$ cat src/design/assert_macros.svh
// Assertion helpers for the power calculation block.
// Define ASSERT_OFF to compile the checks out.
`ifndef ASSERT_MACROS_SVH
`define ASSERT_MACROS_SVH

`ifndef ASSERT_OFF

// antecedent true -> consequent true in the same cycle
`define ASSERT_SAME(label, clk, rstn, ante, cons) \
    label: assert property (@(posedge clk) disable iff (!(rstn)) (ante) |-> (cons)) \
        else $error("assertion failed: same-cycle implication");

// antecedent true -> consequent true in the next cycle
`define ASSERT_NEXT(label, clk, rstn, ante, cons) \
    label: assert property (@(posedge clk) disable iff (!(rstn)) (ante) |=> (cons)) \
        else $error("assertion failed: next-cycle implication");

`else

`define ASSERT_SAME(label, clk, rstn, ante, cons)
`define ASSERT_NEXT(label, clk, rstn, ante, cons)

`endif

`endif

$ cat src/design/pmpc_pkg.sv
package pmpc_pkg;

    localparam int CNT_W    = 32;
    localparam int TIME_W   = 32;
    localparam int FACTOR_W = 32;
    localparam int SHORT_W  = 16;
    localparam int PROD_W   = 64;
    localparam int POWER_W  = 48;

    // seconds per hour times watts per kilowatt
    localparam int unsigned SEC_PER_HOUR = 3600;
    localparam int unsigned W_PER_KW     = 1000;
    localparam logic [FACTOR_W-1:0] K_POWER = FACTOR_W'(SEC_PER_HOUR * W_PER_KW);
    localparam int K_W = 22;

    // dividend: 64-bit product times a 22-bit constant
    localparam int NUM_W     = PROD_W + K_W;
    localparam int DIV_STEPS = NUM_W;
    localparam int DIV_CNT_W = $clog2(DIV_STEPS);

    localparam logic [POWER_W-1:0] POWER_MAX = {POWER_W{1'b1}};
    localparam logic [SHORT_W-1:0] SHORT_MAX = {SHORT_W{1'b1}};

    localparam int CFG_IDX_W  = 3;
    localparam int CFG_DATA_W = 32;

    typedef enum logic [CFG_IDX_W-1:0] {
        REG_VOLUME_FACTOR = 3'd0,
        REG_ENERGY_FACTOR = 3'd1,
        REG_COUNT_DELTA   = 3'd2,
        REG_ELASTICITY    = 3'd3,
        REG_INITIAL_COUNT = 3'd4,
        REG_START_TIME    = 3'd5
    } cfg_reg_t;

    typedef enum logic [3:0] {
        ST_IDLE,
        ST_MUL_VOL,
        ST_MUL_ENE,
        ST_MUL_PWR,
        ST_MUL_KLO,
        ST_MUL_KHI,
        ST_ACC_NUM,
        ST_DIVIDE,
        ST_FINISH
    } state_t;

    typedef enum logic [2:0] {
        MUL_NONE,
        MUL_VOL,
        MUL_ENE,
        MUL_PWR,
        MUL_KLO,
        MUL_KHI
    } mul_sel_t;

    typedef struct packed {
        logic     accept;
        mul_sel_t mul_sel;
        logic     vol_ld;
        logic     ene_ld;
        logic     phi_ld;
        logic     num_ld;
        logic     num_acc;
        logic     div_init;
        logic     div_step;
        logic     out_ld;
    } pmpc_cmd_t;

    typedef struct packed {
        logic need_power;
    } pmpc_status_t;

endpackage

$ cat src/design/pmpc_ctrl.sv
module pmpc_ctrl
    import pmpc_pkg::*;
(
    input  logic         aclk,
    input  logic         aresetn,
    input  logic         s_tvalid,
    output logic         s_tready,
    output logic         m_tvalid,
    input  logic         m_tready,
    input  pmpc_status_t status,
    output pmpc_cmd_t    cmd
);

    state_t               state_reg, state_next;
    logic [DIV_CNT_W-1:0] div_cnt_reg, div_cnt_next;
    logic                 out_valid_reg, out_valid_next;

    always_ff @(posedge aclk) begin
        if (!aresetn) begin
            state_reg     <= ST_IDLE;
            div_cnt_reg   <= '0;
            out_valid_reg <= 1'b0;
        end else begin
            state_reg     <= state_next;
            div_cnt_reg   <= div_cnt_next;
            out_valid_reg <= out_valid_next;
        end
    end

    always_comb begin
        state_next   = state_reg;
        div_cnt_next = div_cnt_reg;
        cmd          = '0;
        cmd.mul_sel  = MUL_NONE;
        s_tready     = 1'b0;

        case (state_reg)
            ST_IDLE: begin
                s_tready   = 1'b1;
                cmd.accept = s_tvalid;
                if (s_tvalid) begin
                    state_next = ST_MUL_VOL;
                end
            end
            ST_MUL_VOL: begin
                cmd.mul_sel = MUL_VOL;
                state_next  = ST_MUL_ENE;
            end
            ST_MUL_ENE: begin
                cmd.mul_sel = MUL_ENE;
                cmd.vol_ld  = 1'b1;
                state_next  = ST_MUL_PWR;
            end
            ST_MUL_PWR: begin
                cmd.mul_sel = MUL_PWR;
                cmd.ene_ld  = 1'b1;
                state_next  = status.need_power ? ST_MUL_KLO : ST_FINISH;
            end
            ST_MUL_KLO: begin
                cmd.mul_sel = MUL_KLO;
                cmd.phi_ld  = 1'b1;
                state_next  = ST_MUL_KHI;
            end
            ST_MUL_KHI: begin
                cmd.mul_sel = MUL_KHI;
                cmd.num_ld  = 1'b1;
                state_next  = ST_ACC_NUM;
            end
            ST_ACC_NUM: begin
                cmd.num_acc  = 1'b1;
                cmd.div_init = 1'b1;
                div_cnt_next = '0;
                state_next   = ST_DIVIDE;
            end
            ST_DIVIDE: begin
                cmd.div_step = 1'b1;
                div_cnt_next = div_cnt_reg + 1'b1;
                if (div_cnt_reg == DIV_CNT_W'(DIV_STEPS - 1)) begin
                    state_next = ST_FINISH;
                end
            end
            ST_FINISH: begin
                // wait here only while the previous result is still unclaimed
                if (!out_valid_reg || m_tready) begin
                    cmd.out_ld = 1'b1;
                    state_next = ST_IDLE;
                end
            end
            default: begin
                state_next = ST_IDLE;
            end
        endcase
    end

    always_comb begin
        if (cmd.out_ld) begin
            out_valid_next = 1'b1;
        end else if (m_tready) begin
            out_valid_next = 1'b0;
        end else begin
            out_valid_next = out_valid_reg;
        end
    end

    assign m_tvalid = out_valid_reg;

endmodule

$ cat src/design/pmpc_datapath.sv
module pmpc_datapath
    import pmpc_pkg::*;
(
    input  logic                  aclk,
    input  logic                  aresetn,
    input  pmpc_cmd_t             cmd,
    output pmpc_status_t          status,
    input  logic [CNT_W-1:0]      in_count,
    input  logic [TIME_W-1:0]     in_time,
    input  logic                  cfg_we,
    input  logic [CFG_IDX_W-1:0]  cfg_index,
    input  logic [CFG_DATA_W-1:0] cfg_data,
    output logic [CNT_W-1:0]      out_count,
    output logic [PROD_W-1:0]     out_volume,
    output logic [PROD_W-1:0]     out_energy,
    output logic                  out_updated,
    output logic [POWER_W-1:0]    out_power,
    output logic [SHORT_W-1:0]    out_range
);

    // configuration
    logic [FACTOR_W-1:0] vol_factor_reg, vol_factor_next;
    logic [FACTOR_W-1:0] ene_factor_reg, ene_factor_next;
    logic [SHORT_W-1:0]  count_delta_reg, count_delta_next;
    logic [SHORT_W-1:0]  elasticity_reg, elasticity_next;
    logic [CNT_W-1:0]    init_count_reg, init_count_next;
    logic [TIME_W-1:0]   start_time_reg, start_time_next;

    // running state
    logic [CNT_W-1:0]    prev_count_reg;
    logic [TIME_W-1:0]   prev_time_reg;
    logic [SHORT_W-1:0]  read_cycles_reg;
    logic                force_reg;

    // per-read working registers
    logic [CNT_W-1:0]    cnt_reg;
    logic [CNT_W-1:0]    diff_reg;
    logic [TIME_W-1:0]   span_reg;
    logic                upd_reg;
    logic                need_power_reg;
    logic [SHORT_W-1:0]  range_reg;
    logic [PROD_W-1:0]   prod_reg;
    logic [PROD_W-1:0]   vol_reg;
    logic [PROD_W-1:0]   ene_reg;
    logic [FACTOR_W-1:0] p_hi_reg;
    logic [NUM_W-1:0]    num_reg;
    logic [TIME_W-1:0]   rem_reg;
    logic [POWER_W-1:0]  quo_reg;
    logic                ovf_reg;

    logic [SHORT_W-1:0]  rc_inc;
    logic [CNT_W:0]      count_thresh;
    logic                upd;
    logic [FACTOR_W-1:0] mul_a, mul_b;
    logic [TIME_W:0]     rem_shift;
    logic                rem_ge;
    logic [TIME_W:0]     rem_sub;

    always_comb begin
        vol_factor_next  = vol_factor_reg;
        ene_factor_next  = ene_factor_reg;
        count_delta_next = count_delta_reg;
        elasticity_next  = elasticity_reg;
        init_count_next  = init_count_reg;
        start_time_next  = start_time_reg;
        case (cfg_reg_t'(cfg_index))
            REG_VOLUME_FACTOR: vol_factor_next  = cfg_data;
            REG_ENERGY_FACTOR: ene_factor_next  = cfg_data;
            REG_COUNT_DELTA:   count_delta_next = cfg_data[SHORT_W-1:0];
            REG_ELASTICITY:    elasticity_next  = cfg_data[SHORT_W-1:0];
            REG_INITIAL_COUNT: init_count_next  = cfg_data;
            REG_START_TIME:    start_time_next  = cfg_data;
            default: ;
        endcase
    end

    // recalculation decision
    assign rc_inc       = (read_cycles_reg != SHORT_MAX) ? read_cycles_reg + 1'b1
                                                         : read_cycles_reg;
    assign count_thresh = {1'b0, prev_count_reg} + {{(CNT_W+1-SHORT_W){1'b0}}, count_delta_reg};
    assign upd          = ({1'b0, in_count} >= count_thresh)
                          || (rc_inc >= elasticity_reg) || force_reg;

    always_ff @(posedge aclk) begin
        if (!aresetn) begin
            vol_factor_reg  <= FACTOR_W'(65536);
            ene_factor_reg  <= FACTOR_W'(65536);
            count_delta_reg <= SHORT_W'(1);
            elasticity_reg  <= SHORT_W'(10);
            init_count_reg  <= '0;
            start_time_reg  <= '0;
            prev_count_reg  <= '0;
            prev_time_reg   <= '0;
            read_cycles_reg <= '0;
            force_reg       <= 1'b1;
        end else if (cfg_we && (cfg_index <= CFG_IDX_W'(REG_START_TIME))) begin
            vol_factor_reg  <= vol_factor_next;
            ene_factor_reg  <= ene_factor_next;
            count_delta_reg <= count_delta_next;
            elasticity_reg  <= elasticity_next;
            init_count_reg  <= init_count_next;
            start_time_reg  <= start_time_next;
            prev_count_reg  <= init_count_next;
            prev_time_reg   <= start_time_next;
            read_cycles_reg <= '0;
            force_reg       <= 1'b1;
        end else if (cmd.accept) begin
            force_reg <= 1'b0;
            if (upd) begin
                prev_count_reg  <= in_count;
                prev_time_reg   <= in_time;
                read_cycles_reg <= '0;
            end else begin
                read_cycles_reg <= rc_inc;
            end
        end
    end

    always_ff @(posedge aclk) begin
        if (cmd.accept) begin
            cnt_reg        <= in_count;
            diff_reg       <= in_count - prev_count_reg;
            span_reg       <= in_time - prev_time_reg;
            upd_reg        <= upd;
            need_power_reg <= upd && (in_time > prev_time_reg);
            range_reg      <= rc_inc;
        end
    end

    assign status.need_power = need_power_reg;

    // shared 32x32 multiplier
    always_comb begin
        case (cmd.mul_sel)
            MUL_VOL: begin
                mul_a = cnt_reg;
                mul_b = vol_factor_reg;
            end
            MUL_ENE: begin
                mul_a = cnt_reg;
                mul_b = ene_factor_reg;
            end
            MUL_PWR: begin
                mul_a = diff_reg;
                mul_b = ene_factor_reg;
            end
            MUL_KLO: begin
                mul_a = prod_reg[FACTOR_W-1:0];
                mul_b = K_POWER;
            end
            MUL_KHI: begin
                mul_a = p_hi_reg;
                mul_b = K_POWER;
            end
            default: begin
                mul_a = '0;
                mul_b = '0;
            end
        endcase
    end

    always_ff @(posedge aclk) begin
        prod_reg <= PROD_W'(mul_a) * PROD_W'(mul_b);
        if (cmd.vol_ld) begin
            vol_reg <= prod_reg;
        end
        if (cmd.ene_ld) begin
            ene_reg <= prod_reg;
        end
        if (cmd.phi_ld) begin
            p_hi_reg <= prod_reg[PROD_W-1:FACTOR_W];
        end
    end

    // restoring divider, one quotient bit a cycle; bits past 48 only set the overflow flag
    assign rem_shift = {rem_reg, num_reg[NUM_W-1]};
    assign rem_ge    = rem_shift >= {1'b0, span_reg};
    assign rem_sub   = rem_shift - {1'b0, span_reg};

    always_ff @(posedge aclk) begin
        if (cmd.num_ld) begin
            num_reg <= NUM_W'(prod_reg);
        end else if (cmd.num_acc) begin
            num_reg <= num_reg + {prod_reg[NUM_W-FACTOR_W-1:0], {FACTOR_W{1'b0}}};
        end else if (cmd.div_step) begin
            num_reg <= {num_reg[NUM_W-2:0], 1'b0};
        end

        if (cmd.div_init) begin
            rem_reg <= '0;
            quo_reg <= '0;
            ovf_reg <= 1'b0;
        end else if (cmd.div_step) begin
            rem_reg <= rem_ge ? rem_sub[TIME_W-1:0] : rem_shift[TIME_W-1:0];
            quo_reg <= {quo_reg[POWER_W-2:0], rem_ge};
            ovf_reg <= ovf_reg | quo_reg[POWER_W-1];
        end
    end

    always_ff @(posedge aclk) begin
        if (cmd.out_ld) begin
            out_count   <= cnt_reg;
            out_volume  <= vol_reg;
            out_energy  <= ene_reg;
            out_updated <= upd_reg;
            out_range   <= range_reg;
            if (!need_power_reg) begin
                out_power <= '0;
            end else if (ovf_reg) begin
                out_power <= POWER_MAX;
            end else begin
                out_power <= quo_reg;
            end
        end
    end

endmodule

$ cat src/design/pulse_meter_power_calc.sv
// Pulse meter read and power calculation. Each input beat is one meter read (pulse count and
// timestamp in seconds); each output beat carries the count, volume and energy (count times
// the configured Q16.16 factors, exact 64-bit products) and, when a recalculation is due,
// the power in watts as Q16.16, floor(count growth * energy factor * 3600000 / seconds),
// saturated at 48 bits and zero when no time has passed or time went backwards. One 32x32
// multiplier is shared over five products and the quotient comes from a restoring divider
// at one bit a cycle over 86 bits. A read needing no power figure skips the divider; the next
// read is taken once the current one is in the output register. Configuration writes are
// taken at any time but must only be issued while the block is idle; every write to a mapped
// register reloads the count and time baselines.
`include "assert_macros.svh"

module pulse_meter_power_calc
    import pmpc_pkg::*;
(
    input  logic                  aclk,
    input  logic                  aresetn,
    input  logic                  s_tvalid,
    output logic                  s_tready,
    input  logic [63:0]           s_tdata,    // pulse_count[31:0], timestamp_s[63:32]
    output logic                  m_tvalid,
    input  logic                  m_tready,
    // count_out[31:0], volume_q16[95:32], energy_q16[159:96], power_w_q16[207:160],
    // range_cycles[223:208]
    output logic [223:0]          m_tdata,
    output logic [0:0]            m_tuser,    // power_updated[0]
    input  logic                  cfg_valid,
    output logic                  cfg_ready,
    input  logic [CFG_IDX_W-1:0]  cfg_index,
    input  logic [CFG_DATA_W-1:0] cfg_data
);

    pmpc_cmd_t          cmd;
    pmpc_status_t       status;
    logic [CNT_W-1:0]   out_count;
    logic [PROD_W-1:0]  out_volume;
    logic [PROD_W-1:0]  out_energy;
    logic               out_updated;
    logic [POWER_W-1:0] out_power;
    logic [SHORT_W-1:0] out_range;

    assign cfg_ready = 1'b1;

    pmpc_ctrl u_ctrl (
        .aclk     (aclk),
        .aresetn  (aresetn),
        .s_tvalid (s_tvalid),
        .s_tready (s_tready),
        .m_tvalid (m_tvalid),
        .m_tready (m_tready),
        .status   (status),
        .cmd      (cmd)
    );

    pmpc_datapath u_datapath (
        .aclk        (aclk),
        .aresetn     (aresetn),
        .cmd         (cmd),
        .status      (status),
        .in_count    (s_tdata[31:0]),
        .in_time     (s_tdata[63:32]),
        .cfg_we      (cfg_valid & cfg_ready),
        .cfg_index   (cfg_index),
        .cfg_data    (cfg_data),
        .out_count   (out_count),
        .out_volume  (out_volume),
        .out_energy  (out_energy),
        .out_updated (out_updated),
        .out_power   (out_power),
        .out_range   (out_range)
    );

    assign m_tdata = {out_range, out_power, out_energy, out_volume, out_count};
    assign m_tuser = out_updated;

    // an accepted read keeps the input side closed for at least the next cycle
    `ASSERT_NEXT(a_busy_after_beat, aclk, aresetn, s_tvalid && s_tready, !s_tready)
    // the divider only runs for reads that need a power figure
    `ASSERT_SAME(a_div_needs_power, aclk, aresetn, cmd.div_step, status.need_power)
    // no power value without an update flag
    `ASSERT_SAME(a_power_zero, aclk, aresetn, m_tvalid && !m_tuser[0], m_tdata[207:160] == '0)

endmodule

$ cat config.mk
export PLATFORM = sky130hd
export DESIGN_NAME = pulse_meter_power_calc
export DESIGN_NICKNAME = d
export VERILOG_FILES = /design/src/design/pmpc_pkg.sv /design/src/design/pmpc_ctrl.sv /design/src/design/pmpc_datapath.sv /design/src/design/pulse_meter_power_calc.sv
export VERILOG_INCLUDE_DIRS = /design/src /design/src/design
export SDC_FILE = /design/constraint.sdc
export NUM_CORES = 2
export LEC_CHECK = 0
export ABC_CLOCK_PERIOD_IN_PS = 41600
export BUFFER_PORTS_ARGS = -buffer_cell sky130_fd_sc_hd__clkbuf_2
export CAP_MARGIN = 20
export CORE_AREA = 2 2 336 338
export CTS_BUF_LIST = sky130_fd_sc_hd__clkbuf_8
export DETAILED_ROUTE_END_ITERATION = 16
export DIE_AREA = 0 0 338 340
export PLACE_DENSITY = 0.95
export SETUP_SLACK_MARGIN = 0.4
export SLEW_MARGIN = 20
export SYNTH_ARGS = -nofsm -noshare
export SYNTH_HDL_FRONTEND = slang
export SYNTH_SLANG_ARGS = --single-unit
$ cat constraint.sdc
create_clock -name aclk -period 41.6 [get_ports aclk]
set_clock_uncertainty 0.1 [all_clocks]
set_input_delay 8.32 -clock aclk [delete_from_list [all_inputs] [get_ports aclk]]
set_output_delay 8.32 -clock aclk [all_outputs]
set_load 0.03 [all_outputs]
==> flow_summary.toml <==
[place]
gp_routability_congestion = 1.08
hpwlAfterDp_um = 193000
portBuffers = 330
dp.cells = 9548

[critical_path]
cp-start-kind = "primary input"
critPathRequiredTime_ns = 42.27
critPathMaxFanout = 35
arrival_ns = 12.34
reg2reg_slack_ns = 29.99
worstSetupEndpointType = "register"
path_class = "primary input to register"

[route]
drc = 0
dr.pass1.iters = 10
wl_per_cell_um = 26.9
first_iter_violations = 8936
vias_per_cell = 6.57
via_count = 64775
drtAntennaViolNets = 0
routed_wl_um = 266000

[synthesis]
yosysTopAreaCell = "fa_1"
avgSynthCellArea_sq_um = 9.66
ys_top_cells_by_count = "nand2_1, inv_1, fa_1"
syn-num-nets = 9497
synthMostInstantiatedCell = "nand2_1"
synth-async-reset-ratio = 0
seq_area_frac_synth = 0.327
synth-seq-cells = 983
synth_flop_cell = "edfxtp_1"
synth_cells = 8014
synthTopCellsByArea = "fa_1, edfxtp_1, dfxtp_1"
synth_top_area_share = 0.233
yosysUniqueCellTypes = 89
syn_area_sq_mm = 0.0774
yosys_warnings = 0
synth_edf_count = 563

[hold_path]
holdCritPathClass = "register to register"

[die]
die-area_sq_mm = 0.115
die_w_um = 338
die_height_um = 340
pin_count = 332
coreArea_sq_mm = 0.112
rows = 123
start_util = 0.694

[clocking]
htree_levels = 4
clockBufferDepth = 3
post_cts_resized = 0
cts_buffers = 156
clock_latency_ns = 0.90
cts_tree = "built"
cts_root_buffer = "clkbuf_8"
clk_pin_slew_ns = 0.07
cts.sinks = 983
cts_setup_buffers = 0
cts_hold_buf = 0

[global_routing]
grt_max_degree = 168
antenna_found_initial = 23
grt_pass1_wl_um = 392000
grt_pass1_vias = 65049
overflow = 0
grtUsageTotal = 0.463

[power_and_ir_drop]
pwr-share-seq = 0.435
swShare = 0.348
power_density_mw_per_mm2 = 31.7
finalPower_mw = 2.66
p_int_mw = 1.74
p_leak_nw = 37.1
p_switching_mw = 0.927
comb_power_share = 0.240
peakVddDrop_uv = 37.1
p_clk_frac = 0.325

[cells_and_area]
area_growth_pct = 8.35
largest_register_ffs = 86
fin_cells = 9866
finalNetCount = 9694
final_util = 0.752
num-fill-cells = 7225
layout-drive-gt1-share = 0.0931
multi_input_area_sq_mm = 0.0466
ff_latch_area_sq_mm = 0.0253

[sta]
rsz0062_at_grt = "no"
drv_slew = 0
holdWs_ns = 0.304
relSlewSlack = 0.108
final.min_clock_period_ns = 11.67
final-setup-viol-count = 0
worstMarginPinSlew_ns = 1.34
fin_setup_tns_ns = 0
fmax_mhz = 85.7
hold_viol = 0
fin_crit_sh = 0.281

[status]
status = "finished clean"

[flow_run]
drv_cap = 0
[worst max-delay path: stages]
cell and delay (ns):
clkbuf_2 0.12, ha_1 0.33, a21o_1 0.17, a21o_1 0.17
a211oi_1 0.27, o21ai_0 0.23, a21oi_1 0.21, a221oi_1 0.10
o22ai_1 0.16, and4_1 0.69, inv_2 0.12, a21oi_4 0.32
buf_4 0.55, buf_16 0.33, mux2i_1 0.23
[kinds of logic after synthesis]
kind of cell	synth area share
and+or+nand+nor	0.133
DFF	0.327
AOI/OAI and AO/OA	0.112
other	0.0000484
buffers and inverters	0.0728
xor gates and xnor gates	0.0258
adders and majority gates	0.310
muxes	0.0192
[layout make-up]
| type | count | share of cell area |
|---|---|---|
| clock inverters | 115 | 0.00975 |
| multi-input cells | 5541 | 0.556 |
| repair buffers | 482 | 0.0339 |
| clock buffers | 176 | 0.0289 |
| inverters | 1047 | 0.0469 |
| flip-flops and latches | 983 | 0.302 |
| well taps | 1500 | 0.0224 |
| diodes | 22 | 0.000656 |
[layer usage]
metal  global-route usage  share of wire
met2                0.661           0.42
met4                0.344          0.098
met3                0.193           0.16
met5              0.00250        0.00074
met1                0.561           0.33
[placed cells by master (no fill, tap or decap), drive strengths merged, types with 156 or more instances in the layout]
| master | netlist | routed |
|---|---|---|
| a21oi | 469 | 469 |
| clkbuf | 387 | 505 |
| dfxtp | 420 | 420 |
| edfxtp | 563 | 563 |
| fa | 901 | 901 |
| ha | 478 | 478 |
| inv | 1047 | 1105 |
| nand2 | 1214 | 1214 |
| nor2 | 758 | 758 |
| o21ai | 206 | 206 |
| xnor2 | 156 | 156 |
[worst paths after layout]
kind                             endpoint  cells past startpoint                    from
max          u_datapath.prev_time_reg[31]                     15              s_tdata[2]
min             u_datapath.out_energy[59]                      0  u_datapath.ene_reg[59]
max reg2reg       u_datapath.prod_reg[63]                     29     u_ctrl.state_reg[0]
min reg2reg     u_datapath.out_energy[59]                      0  u_datapath.ene_reg[59]
[power by group through the flow]
stage | registers [mW] | logic [mW] | clock network (mW)
final | 1.16 | 0.638 | 0.865
after global placement | 1.17 | 0.577 | 0
after floorplan | 1.14 | 0.380 | 0
after global routing | 1.16 | 0.665 | 0.903
after detailed placement | 1.17 | 0.595 | 0
after CTS | 1.15 | 0.601 | 0.864
[stage by stage]
stage / cell area, sq um / setup slack [ns]
after CTS: 83800 / 29.84
after floorplan: 77400 / 22.35
final: 83900 / 29.93
after detailed placement: 80500 / 28.98
after global placement: 80500 / 29.09
after global routing: 83900 / 29.69
Note: power is estimated with default switching activity, not from simulation.
